## config.mk

```make
export PLATFORM = sky130hd
export DESIGN_NAME = utf8_to_utf16_transcoder
export DESIGN_NICKNAME = d
export VERILOG_FILES = /design/src/u8u16_pkg.sv /design/src/u8u16_decode.sv /design/src/u8u16_serializer.sv /design/src/utf8_to_utf16_transcoder.sv
export SDC_FILE = /design/constraint.sdc
export NUM_CORES = 1
export LEC_CHECK = 0
export BUFFER_PORTS_ARGS = -buffer_cell sky130_fd_sc_hd__clkbuf_2
export CORE_ASPECT_RATIO = 1.25
export CORE_UTILIZATION = 50
export DETAILED_ROUTE_END_ITERATION = 12
export PLACE_DENSITY_LB_ADDON = 0.05
export SYNTH_ARGS = -nofsm -noshare
export SYNTH_HDL_FRONTEND = slang
export SYNTH_SLANG_ARGS = --single-unit
```

## constraint.sdc

```tcl
create_clock -name clk -period 7.3 [get_ports clk]
set_clock_uncertainty 0.2 [all_clocks]
set_input_delay 1.46 -clock clk [delete_from_list [all_inputs] [get_ports clk]]
set_output_delay 1.46 -clock clk [all_outputs]
set_load 0.1 [all_outputs]
```

## src/u8u16_pkg.sv

```systemverilog
`timescale 1ns / 1ps
// ----------------------------------------------------------------------------
// u8u16_pkg
// Shared types and constants for the UTF-8 to UTF-16 transcoder.
// ----------------------------------------------------------------------------
package u8u16_pkg;

    localparam logic [15:0] REPL_UNIT = 16'hFFFD;
    localparam logic [20:0] CP_MAX    = 21'h10FFFF;
    localparam logic [20:0] SUPP_BASE = 21'h010000;
    localparam logic [20:0] MIN_CP3   = 21'h000800;
    localparam logic [20:0] MIN_CP2   = 21'h000080;
    localparam logic [15:0] HI_SURR   = 16'hD800;
    localparam logic [15:0] LO_SURR   = 16'hDC00;

    // One input byte of the string
    typedef struct packed {
        logic [7:0] data_byte;
        logic       final_byte;
    } in_word_t;

    // One UTF-16 result
    typedef struct packed {
        logic [15:0] code_unit;
        logic        replaced;
        logic        run_last;
        logic        string_end;
    } out_word_t;

    typedef struct packed {
        logic [15:0] code_unit;
        logic        replaced;
    } unit_t;

    // All units caused by one byte, oldest in slot 0
    typedef struct packed {
        unit_t [3:0] units;
        logic  [2:0] count;
        logic        fin;
    } run_t;

endpackage

```

## src/u8u16_decode.sv

```systemverilog
`timescale 1ns / 1ps
// ----------------------------------------------------------------------------
// u8u16_decode
// Sequence state and single-pass decode of one byte into a run of units.
// ----------------------------------------------------------------------------
module u8u16_decode (
    input  logic                clk,
    input  logic                rst_n,
    input  logic                advance,
    input  u8u16_pkg::in_word_t word,
    output u8u16_pkg::run_t     run
);

    localparam logic [2:0] LEN_NONE = 3'd0;
    localparam logic [2:0] LEN_2    = 3'd2;
    localparam logic [2:0] LEN_3    = 3'd3;
    localparam logic [2:0] LEN_4    = 3'd4;

    logic [1:0] cnt_reg;
    logic [1:0] cnt_next;
    logic [2:0] len_reg;
    logic [2:0] len_next;
    logic [7:0] pb_reg [0:2];

    logic        pb_we;
    logic [1:0]  pb_idx;
    logic [7:0]  b;
    logic        fin;
    logic        pending;
    logic        is_cont;
    logic        complete;
    logic [2:0]  lead_len;
    logic [20:0] cp;
    logic [20:0] v;
    logic        ok;
    logic [1:0]  rep_cnt;
    logic [1:0]  tail_cnt;
    u8u16_pkg::unit_t t0;
    u8u16_pkg::unit_t t1;
    logic [2:0]  slot;
    logic [2:0]  off;

    always_comb
    begin
        b        = word.data_byte;
        fin      = word.final_byte;
        pending  = (cnt_reg != 2'd0);
        is_cont  = (b[7:6] == 2'b10);
        complete = (({1'b0, cnt_reg} + 3'd1) == len_reg);

        if (b[7:5] == 3'b110)
            lead_len = LEN_2;
        else if (b[7:4] == 4'b1110)
            lead_len = LEN_3;
        else if (b[7:3] == 5'b11110)
            lead_len = LEN_4;
        else
            lead_len = LEN_NONE;

        // the byte that completes a sequence is always the current one
        unique case (len_reg)
            LEN_2:
            begin
                cp = {10'd0, pb_reg[0][4:0], b[5:0]};
                ok = (cp >= u8u16_pkg::MIN_CP2);
            end
            LEN_3:
            begin
                cp = {5'd0, pb_reg[0][3:0], pb_reg[1][5:0], b[5:0]};
                ok = (cp >= u8u16_pkg::MIN_CP3);
            end
            default:
            begin
                cp = {pb_reg[0][2:0], pb_reg[1][5:0], pb_reg[2][5:0], b[5:0]};
                ok = (cp >= u8u16_pkg::SUPP_BASE) && (cp <= u8u16_pkg::CP_MAX);
            end
        endcase
        v = cp - u8u16_pkg::SUPP_BASE;

        rep_cnt  = 2'd0;
        tail_cnt = 2'd0;
        t0       = '{code_unit: u8u16_pkg::REPL_UNIT, replaced: 1'b1};
        t1       = '{code_unit: u8u16_pkg::LO_SURR | {6'd0, v[9:0]}, replaced: 1'b0};
        cnt_next = cnt_reg;
        len_next = len_reg;
        pb_we    = 1'b0;
        pb_idx   = cnt_reg;

        if (pending && is_cont)
        begin
            if (complete)
            begin
                tail_cnt = 2'd1;
                cnt_next = 2'd0;
                len_next = LEN_NONE;
                if (ok && (len_reg == LEN_2 || len_reg == LEN_3))
                    t0 = '{code_unit: cp[15:0], replaced: 1'b0};
                else if (ok)
                begin
                    t0 = '{code_unit: u8u16_pkg::HI_SURR | {6'd0, v[19:10]},
                           replaced: 1'b0};
                    tail_cnt = 2'd2;
                end
            end
            else if (fin)
            begin
                // cut off: one replacement per byte held, this one included
                rep_cnt  = cnt_reg + 2'd1;
                cnt_next = 2'd0;
                len_next = LEN_NONE;
            end
            else
            begin
                pb_we    = 1'b1;
                cnt_next = cnt_reg + 2'd1;
            end
        end
        else
        begin
            // drop any broken sequence, then start afresh with this byte
            rep_cnt  = cnt_reg;
            cnt_next = 2'd0;
            len_next = LEN_NONE;
            if (!b[7])
            begin
                t0       = '{code_unit: {8'd0, b}, replaced: 1'b0};
                tail_cnt = 2'd1;
            end
            else if (lead_len != LEN_NONE)
            begin
                pb_we  = 1'b1;
                pb_idx = 2'd0;
                if (fin)
                    tail_cnt = 2'd1;
                else
                begin
                    cnt_next = 2'd1;
                    len_next = lead_len;
                end
            end
            else
                tail_cnt = 2'd1;
        end

        run.count = {1'b0, rep_cnt} + {1'b0, tail_cnt};
        run.fin   = fin;
        for (int i = 0; i < 4; i++)
        begin
            slot = 3'(i);
            off  = slot - {1'b0, rep_cnt};
            if (slot < {1'b0, rep_cnt})
                run.units[i] = '{code_unit: u8u16_pkg::REPL_UNIT, replaced: 1'b1};
            else if (off == 3'd0)
                run.units[i] = t0;
            else
                run.units[i] = t1;
        end
    end

    always_ff @(posedge clk or negedge rst_n)
    begin
        if (!rst_n)
        begin
            cnt_reg <= 2'd0;
            len_reg <= LEN_NONE;
        end
        else if (advance)
        begin
            cnt_reg <= cnt_next;
            len_reg <= len_next;
        end
    end

    always_ff @(posedge clk)
    begin
        if (advance && pb_we)
            pb_reg[pb_idx] <= b;
    end

`ifndef SYNTHESIS
    a_pending_below_len: assert property (@(posedge clk) disable iff (!rst_n)
        (cnt_reg != 2'd0) |-> ({1'b0, cnt_reg} < len_reg))
        else $error("pending byte count not below sequence length");
`endif

endmodule

```

## src/u8u16_serializer.sv

```systemverilog
`timescale 1ns / 1ps
// ----------------------------------------------------------------------------
// u8u16_serializer
// Holds one run of units and hands them out one word per handshake.
// ----------------------------------------------------------------------------
module u8u16_serializer (
    input  logic                 clk,
    input  logic                 rst_n,
    input  logic                 load,
    input  u8u16_pkg::run_t      run,
    output logic                 ready,
    output logic                 unit_valid,
    input  logic                 unit_stall,
    output u8u16_pkg::out_word_t unit_word
);

    u8u16_pkg::run_t run_reg;
    logic            busy_reg;
    logic [1:0]      idx_reg;
    logic            take;
    logic            last;

    assign take  = busy_reg && !unit_stall;
    assign last  = ({1'b0, idx_reg} == (run_reg.count - 3'd1));
    assign ready = !busy_reg || (take && last);

    assign unit_valid           = busy_reg;
    assign unit_word.code_unit  = run_reg.units[idx_reg].code_unit;
    assign unit_word.replaced   = run_reg.units[idx_reg].replaced;
    assign unit_word.run_last   = last;
    assign unit_word.string_end = last && run_reg.fin;

    always_ff @(posedge clk or negedge rst_n)
    begin
        if (!rst_n)
        begin
            busy_reg <= 1'b0;
            idx_reg  <= 2'd0;
        end
        else if (load && ready)
        begin
            busy_reg <= 1'b1;
            idx_reg  <= 2'd0;
        end
        else if (take)
        begin
            if (last)
                busy_reg <= 1'b0;
            else
                idx_reg <= idx_reg + 2'd1;
        end
    end

    always_ff @(posedge clk)
    begin
        if (load && ready)
            run_reg <= run;
    end

`ifndef SYNTHESIS
    a_run_nonempty: assert property (@(posedge clk) disable iff (!rst_n)
        busy_reg |-> (run_reg.count != 3'd0 && run_reg.count <= 3'd4))
        else $error("held run has no units or too many");

    a_idx_in_run: assert property (@(posedge clk) disable iff (!rst_n)
        busy_reg |-> ({1'b0, idx_reg} < run_reg.count))
        else $error("unit index past end of run");

    a_idx_advance: assert property (@(posedge clk) disable iff (!rst_n)
        (take && !last && !load) |=> (busy_reg && idx_reg == $past(idx_reg) + 2'd1))
        else $error("unit index did not advance after a taken word");
`endif

endmodule

```

## src/utf8_to_utf16_transcoder.sv

```systemverilog
`timescale 1ns / 1ps
// A byte accepted into the input register is decoded combinationally; its run is loaded into
//   the serializer's run register, which offers the first unit on the unit port.
// One byte per cycle while each byte yields at most one unit and the receiver does not stall;
//   a byte with more units (up to four) sends them in turn and stalls the next byte with units.
// Bytes that only extend a pending sequence yield nothing and pass at one per cycle.
// Reset (rst_n low, asynchronous) empties both registers and closes any open sequence.
// ----------------------------------------------------------------------------
// utf8_to_utf16_transcoder
// Streaming UTF-8 to UTF-16 converter with U+FFFD replacement of bad input.
// ----------------------------------------------------------------------------
module utf8_to_utf16_transcoder (
    input  logic                 clk,
    input  logic                 rst_n,
    input  logic                 byte_valid,
    output logic                 byte_stall,
    input  u8u16_pkg::in_word_t  byte_word,
    output logic                 unit_valid,
    input  logic                 unit_stall,
    output u8u16_pkg::out_word_t unit_word
);

    u8u16_pkg::in_word_t in_reg;
    logic                in_valid_reg;
    u8u16_pkg::run_t     run;
    logic                ser_ready;
    logic                consume;

    // a byte with no units retires without waiting on the run register
    assign consume    = in_valid_reg && ((run.count == 3'd0) || ser_ready);
    assign byte_stall = in_valid_reg && !consume;

    always_ff @(posedge clk or negedge rst_n)
    begin
        if (!rst_n)
            in_valid_reg <= 1'b0;
        else if (!byte_stall)
            in_valid_reg <= byte_valid;
    end

    always_ff @(posedge clk)
    begin
        if (byte_valid && !byte_stall)
            in_reg <= byte_word;
    end

    u8u16_decode u_decode (
        .clk     (clk),
        .rst_n   (rst_n),
        .advance (consume),
        .word    (in_reg),
        .run     (run)
    );

    u8u16_serializer u_serializer (
        .clk        (clk),
        .rst_n      (rst_n),
        .load       (consume && (run.count != 3'd0)),
        .run        (run),
        .ready      (ser_ready),
        .unit_valid (unit_valid),
        .unit_stall (unit_stall),
        .unit_word  (unit_word)
    );

endmodule

```

==> out/metrics.csv, run 1 <==
stage;metric;value;unit
run_status;status;finished clean;
setup_path;critical_path_required;5.64;ns
timing;grt_setup_unrepaired;no;
flow_run;maxCapViolations;0;
global_routing;track_usage;0.211;
synthesis;synth_warnings;0;
drt;top_layer_used;met4;
drt;routed-wl-met3;227;µm
synthesis;yosysTopAreaCellShare;0.586;
drt;antenna_left;0;
synthesis;synthFlopType;edfxtp_1;
die;row_count;40;
synthesis;synth.most_common_cell;edfxtp_1;
synthesis;synth_top_family_by_area;simple AND/OR/NAND/NOR gates;
synthesis;yosys_register_bits;107;
die;die_area;10500;µm²
timing;slew_viol_final;0;
worst_hold_path;hp-class;flip-flop to flip-flop;
drt;met1_length;4.22;mm
setup_path;path_class;flip-flop to primary output;
placed_design;dp_hpwl;6.81;mm
drt;routed_wl;9.90;mm
final_layout;finish.instance_area;5600;µm²
synthesis;synth_area_leader_cell;edfxtp_1;
final_layout;n_antenna_cell;0;
synthesis;synthAdderAreaFrac;0.0164;
final_layout;final_util;0.577;
synthesis;synthMuxAreaShare;0.0974;
timing;period_minus_slack;5.85;ns
global_routing;grt_pass1_vias;2966;
clock_network;cts_buffers;9;
global_routing;grt_max_degree;61;
final_layout;fin_nets;404;
synthesis;yosys.area_share.simple;0.126;
die;core;9710;µm²
final_layout;area_delta_synth_final;11.5;%
die;fp.dieW;91.7;µm
setup_path;start_kind;flip-flop;
setup_path;crit_path_max_fanout;10;
global_routing;antenna_found_initial;0;
drt;drt-pass1-iter-count;4;
placed_design;place_congestion;0.884;
drt;met2_length;5.19;mm
drt;wire_per_inst;19.2;µm
synthesis;synth_compound_area_frac;0.0842;
global_routing;overflow;0;
clock_network;hold_buffers;0;
final_layout;largest_register_ffs;72;
clock_network;cts_max_path_buffers;2;
timing;finalHoldViolations;0;
global_routing;grt_pass1_wl;15.9;mm
drt;drt_iter0_markers;226;
placed_design;io_buffers;33;
setup_path;cp_data_arrival_time;4.19;ns
clock_network;clockRootBuffer;clkbuf_16;
timing;fin_crit_sh;0.802;
synthesis;ys_top_cells_by_area;edfxtp_1 59%, mux4_2 7.6%, dfrtp_1 4.5%;
drt;num_vias;2976;
synthesis;synth_xor_area_frac;0.0154;
placed_design;post-place-ws;1.86;ns
clock_network;ctsHtreeMaxLevel;3;
clock_network;path_clk_slew;0.07;ns
timing;slew_headroom;0.269;
timing;setup_tns;0;ns
setup_path;cp-end-kind;primary output;
synthesis;syn_area;5020;µm²
synthesis;yosysUniqueCellTypes;63;
synthesis;netlist_top_cells_count;98 x edfxtp_1, 29 x nand2_1, 20 x inv_1;
drt;drc_errors;0;
final_layout;drive_gt1_frac;0.233;
timing;worst_slack;1.45;ns
clock_network;cts_num_sinks;107;
synthesis;syn-instance-count;357;
die;io_pins;34;
timing;finalSetupViolCount;0;
die;start_util;0.517;
synthesis;synth_fp_nets;376;
clock_network;postCtsSetupBuffers;0;
synthesis;avgSynthCellArea;14.1;µm²
timing;fmax;171;MHz
clock_network;cts_tree;built;
drt;viasPerCell;5.77;
timing;tightest_slew;1.09;ns
synthesis;synth-edff-count;98;
die;die_h;114;µm
synthesis;ys_async_sr_fraction;0.0841;
clock_network;cts_resized;0;
synthesis;yosysSeqAreaShare;0.631;
clock_network;clock_latency;0.35;ns
placed_design;dpl_cell_area;5290;µm²
==> critical path, stage by stage, from the launching register on <==
cell	delay, ns
dfrtp_1	0.56
inv_1	0.14
ha_1	0.38
xnor2_1	0.32
and4_1	0.29
nand3_1	0.40
fa_1	0.69
inv_1	0.05
nor3_1	0.24
nand2b_1	0.27
nor2_1	0.11
clkbuf_2	0.39
==> path summary, 6_finish.rpt <==
path	start	endpoint	slack [ns]	depth (start not counted)
worst min register to register	in_reg[1]	u_decode.pb_reg[1][0]	0.38	0
min in group asynchronous	rst_n	u_decode.len_reg[2]	0.75	1
worst max-delay path	u_decode.cnt_reg[0]	byte_stall	1.45	11
worst max register to register	u_decode.cnt_reg[0]	u_decode.pb_reg[2][1]	2.37	11
worst min-delay path	in_reg[1]	u_decode.pb_reg[1][0]	0.38	0
max in group asynchronous	rst_n	u_serializer.idx_reg[0]	5.95	1
==> layer usage <==
metal	vias to the layer above	global-route usage
met5	-	0
met3	17	0.0279
met1	1486	0.259
met2	60	0.361
met4	0	0.117
li1	1413	-
==> kinds of logic after synthesis <==
| group | Yosys count |
|---|---|
| buffers and inverters | 38 |
| flip-flops | 107 |
| multiplexers | 27 |
| adder cells (fa/ha/maj) | 6 |
| AND/OR/NAND/NOR | 117 |
| XOR/XNOR | 8 |
| AO/OA/AOI/OAI | 54 |
==> stage by stage <==
step | instances | hold WS [ns]
2_1_floorplan | 357 | 0.224
3_3_place_gp | 500 | 0.364
3_5_place_dp | 500 | 0.356
4_1_cts | 516 | 0.371
5_1_grt | 516 | 0.408
6_report | 516 | 0.376
==> placed cells by master, fill, tap and decap left out, types with 6 or more instances in the layout <==
cell        n
mux4_2     17
a21oi_1     8
clkbuf_2   33
edfxtp_1   98
nand2_1    29
o21ai_0    10
clkbuf_16   9
or2_2       8
nand2b_1   15
nor3_1      9
xnor2_1     6
nor2_1     18
a21o_1      6
nand3_1    14
dfrtp_1     9
inv_1      20
==> cell type report <==
class                      instances  area, µm²
fill                             808       4110
sequential                       107       3170
clock buffer                      12        236
inverter                          20       75.1
tap                              126        158
clock inverter                     4       75.1
multi-input combinational        212       1710
timing repair buffer              35        180
Power of run 1 is not shown: default switching activity piles up to over one toggle a cycle in this logic, so the estimate is an artifact.
==> run 2, diff against run 1 <==
==> constraint.sdc (replaced) <==
create_clock -name clk -period 5.75 [get_ports clk]
set_clock_uncertainty 0.2 [all_clocks]
set_input_delay 1.15 -clock clk [delete_from_list [all_inputs] [get_ports clk]]
set_output_delay 1.15 -clock clk [all_outputs]
set_load 0.1 [all_outputs]
==> run 2 against run 1 <==
Global-route usage shrank 1.1 points; register-to-register slack got worse by 1.2 ns; core utilization is 0.052 points lower; worst hold slack got worse by 0.012 ns; worst setup slack worse by 1.1 ns; count of clock-buffer cells in the layout decreased by 2; first-iteration DRC count down 20%; sequential share of layout area up 0.051 points; routed wire length fell by 3.7%; largest cell class unchanged.
==> out/metrics.csv, run 2 (synthesis results as in run 1) <==
stage;metric;value;unit;change
run_status;status;finished clean;;
timing;period_minus_slack;5.41;ns;
final_layout;regArea;3170;µm²;unchanged
global_routing;grt_max_degree;53;;-13%
final_layout;final_cell_mix;98 x edfxtp_1, 32 x clkbuf_2, 29 x nand2_1;;
setup_path;path_buf_inv;3;;unchanged
clock_network;cts_max_path_buffers;2;;unchanged
timing;slew_headroom;0.303;;+0.0339
drt;wire_per_inst;18.4;µm;-4.3%
setup_path;critical_path.slowest_cell;fa_1;;
clock_network;clockRootBuffer;clkbuf_16;;
die;start_util;0.517;;unchanged
clock_network;cts_tree;built;;
drt;routed-wl-met3;259;µm;+14%
timing;fin_crit_sh;0.941;;
placed_design;io_buffers;33;;unchanged
clock_network;cts_num_sinks;107;;unchanged
final_layout;area_delta_synth_final;11.4;%;about the same
clock_network;cts_resized;0;;unchanged
clock_network;postCtsSetupBuffers;0;;unchanged
final_layout;n_antenna_cell;0;;unchanged
drt;viasPerCell;5.64;;-2.2%
setup_path;r2r_slack;1.15;ns;-1.22 ns
global_routing;antenna_found_initial;0;;unchanged
drt;drt-pass1-iter-count;4;;unchanged
timing;finalHoldViolations;0;;unchanged
final_layout;fin_cells;519;;+0.58%
drt;routed_wl;9.53;mm;-3.7%
setup_path;critical_path_required;4.40;ns;-1.24 ns
drt;num_vias;2928;;-1.6%
final_layout;n_fill_cell;790;;-2.2%
die;die_area;10500;µm²;unchanged
die;die_h;114;µm;unchanged
drt;drt_iter0_markers;181;;-20%
drt;met2_length;4.94;mm;-4.9%
setup_path;crit_path_max_fanout;10;;unchanged
worst_hold_path;hold_path_depth;1;;+1
setup_path;cp-end-kind;primary output;;
setup_path;cpPeakStageDelay;0.69;ns;about the same
final_layout;final_util;0.577;;about the same
global_routing;grt_pass1_vias;2903;;-2.1%
placed_design;place_congestion;0.882;;-0.19%
final_layout;drive_gt1_frac;0.244;;+0.0109
clock_network;cts_buffers;9;;unchanged
final_layout;multi_input_comb_area;1710;µm²;unchanged
final_layout;fin_nets;407;;+0.74%
clock_network;path_clk_slew;0.07;ns;about the same
timing;setup_tns;0;ns;unchanged
placed_design;dp_hpwl;6.71;mm;-1.5%
die;row_count;40;;unchanged
clock_network;hold_buffers;0;;unchanged
setup_path;r2r_cells;13;;+2
worst_hold_path;hp-start;u_decode.pb_reg[2][4];;
global_routing;grt_pass1_wl;15.2;mm;-4.5%
setup_path;cp_data_arrival_time;4.06;ns;-0.13 ns
setup_path;crit_chain;inv_1, ha_1, xnor2_1, and4_1, nand3_1, fa_1, inv_1, nor3_1, nand2b_1, nor2_1, clkbuf_4;;
flow_run;maxCapViolations;0;;unchanged
timing;grt_setup_unrepaired;no;;
setup_path;start_kind;flip-flop;;
final_layout;largest_register_ffs;72;;unchanged
drt;drc_errors;0;;unchanged
timing;finalSetupViolCount;0;;unchanged
setup_path;crit_path_frequent_cell;inv_1;;
placed_design;dpl.cell_count;503;;+0.60%
worst_hold_path;worstHoldEndpoint;u_serializer.run_reg[5];;
timing;slew_viol_final;0;;unchanged
drt;top_layer_used;met4;;
clock_network;ctsHtreeMaxLevel;3;;unchanged
drt;met1_length;4.13;mm;-2.3%
drt;antenna_left;0;;unchanged
setup_path;reg2reg_to;u_serializer.run_reg[69];;
setup_path;crit_family;simple AND/OR/NAND/NOR gates;;
global_routing;overflow;0;;unchanged
setup_path;r2r_start;u_decode.cnt_reg[0];;
die;fp.dieW;91.7;µm;unchanged
worst_hold_path;hp-class;flip-flop to flip-flop;;
clock_network;clock_latency;0.34;ns;about the same
die;core;9710;µm²;unchanged
final_layout;final_common_cell;edfxtp_1;;
timing;tightest_slew;1.04;ns;-0.0447 ns
die;io_pins;34;;unchanged
global_routing;track_usage;0.200;;-0.0112
timing;fmax;185;MHz;
setup_path;path_class;flip-flop to primary output;;
==> run 2: routing by layer <==
layer | global-route usage | up-vias
met5 | 0 | -
met2 | 0.333 | 68
met4 | 0.112 | 0
li1 | - | 1415
met3 | 0.0239 | 15
met1 | 0.255 | 1430
==> run 2: how the worst max path moves through the flow <==
stage                  to           startpoint  depth (start not counted)
4_1_cts        byte_stall  u_decode.cnt_reg[0]                         13
3_5_place_dp   byte_stall  u_decode.cnt_reg[0]                         13
2_1_floorplan  byte_stall  u_decode.cnt_reg[0]                         14
6_report       byte_stall  u_decode.cnt_reg[0]                         11
3_3_place_gp   byte_stall  u_decode.cnt_reg[0]                         11
5_1_grt        byte_stall  u_decode.cnt_reg[0]                         13
==> run 2: area by class of cell <==
cell class	count	area share
flip-flops and latches	107	0.566
multi-input cells	212	0.306
clock inverters	6	0.00715
well taps	126	0.0282
clock buffers	10	0.0409
repair buffers	38	0.0389
inverters	20	0.0134
==> run 2: worst register-to-register path, cell delays in order, from the launching register on <==
cell	delay, ns
dfrtp_1	0.55
inv_1	0.14
ha_1	0.37
xnor2_1	0.31
nand3_2	0.27
a31o_2	0.41
ha_1	0.22
inv_1	0.08
fa_1	0.42
inv_1	0.08
nor3_1	0.06
nand2b_1	0.23
nor2b_4	0.58
buf_12	0.34
==> run 2: through the flow <==
step	hold WS [ns]	instance area, µm²	setup WS (ns)
floorplan	0.224	5030	0.215
global placement	0.359	5330	0.744
detailed placement	0.349	5330	0.620
CTS	0.369	5600	0.224
global route	0.410	5600	0.0207
finish	0.364	5600	0.339
Power of run 2 is left out for the same reason.
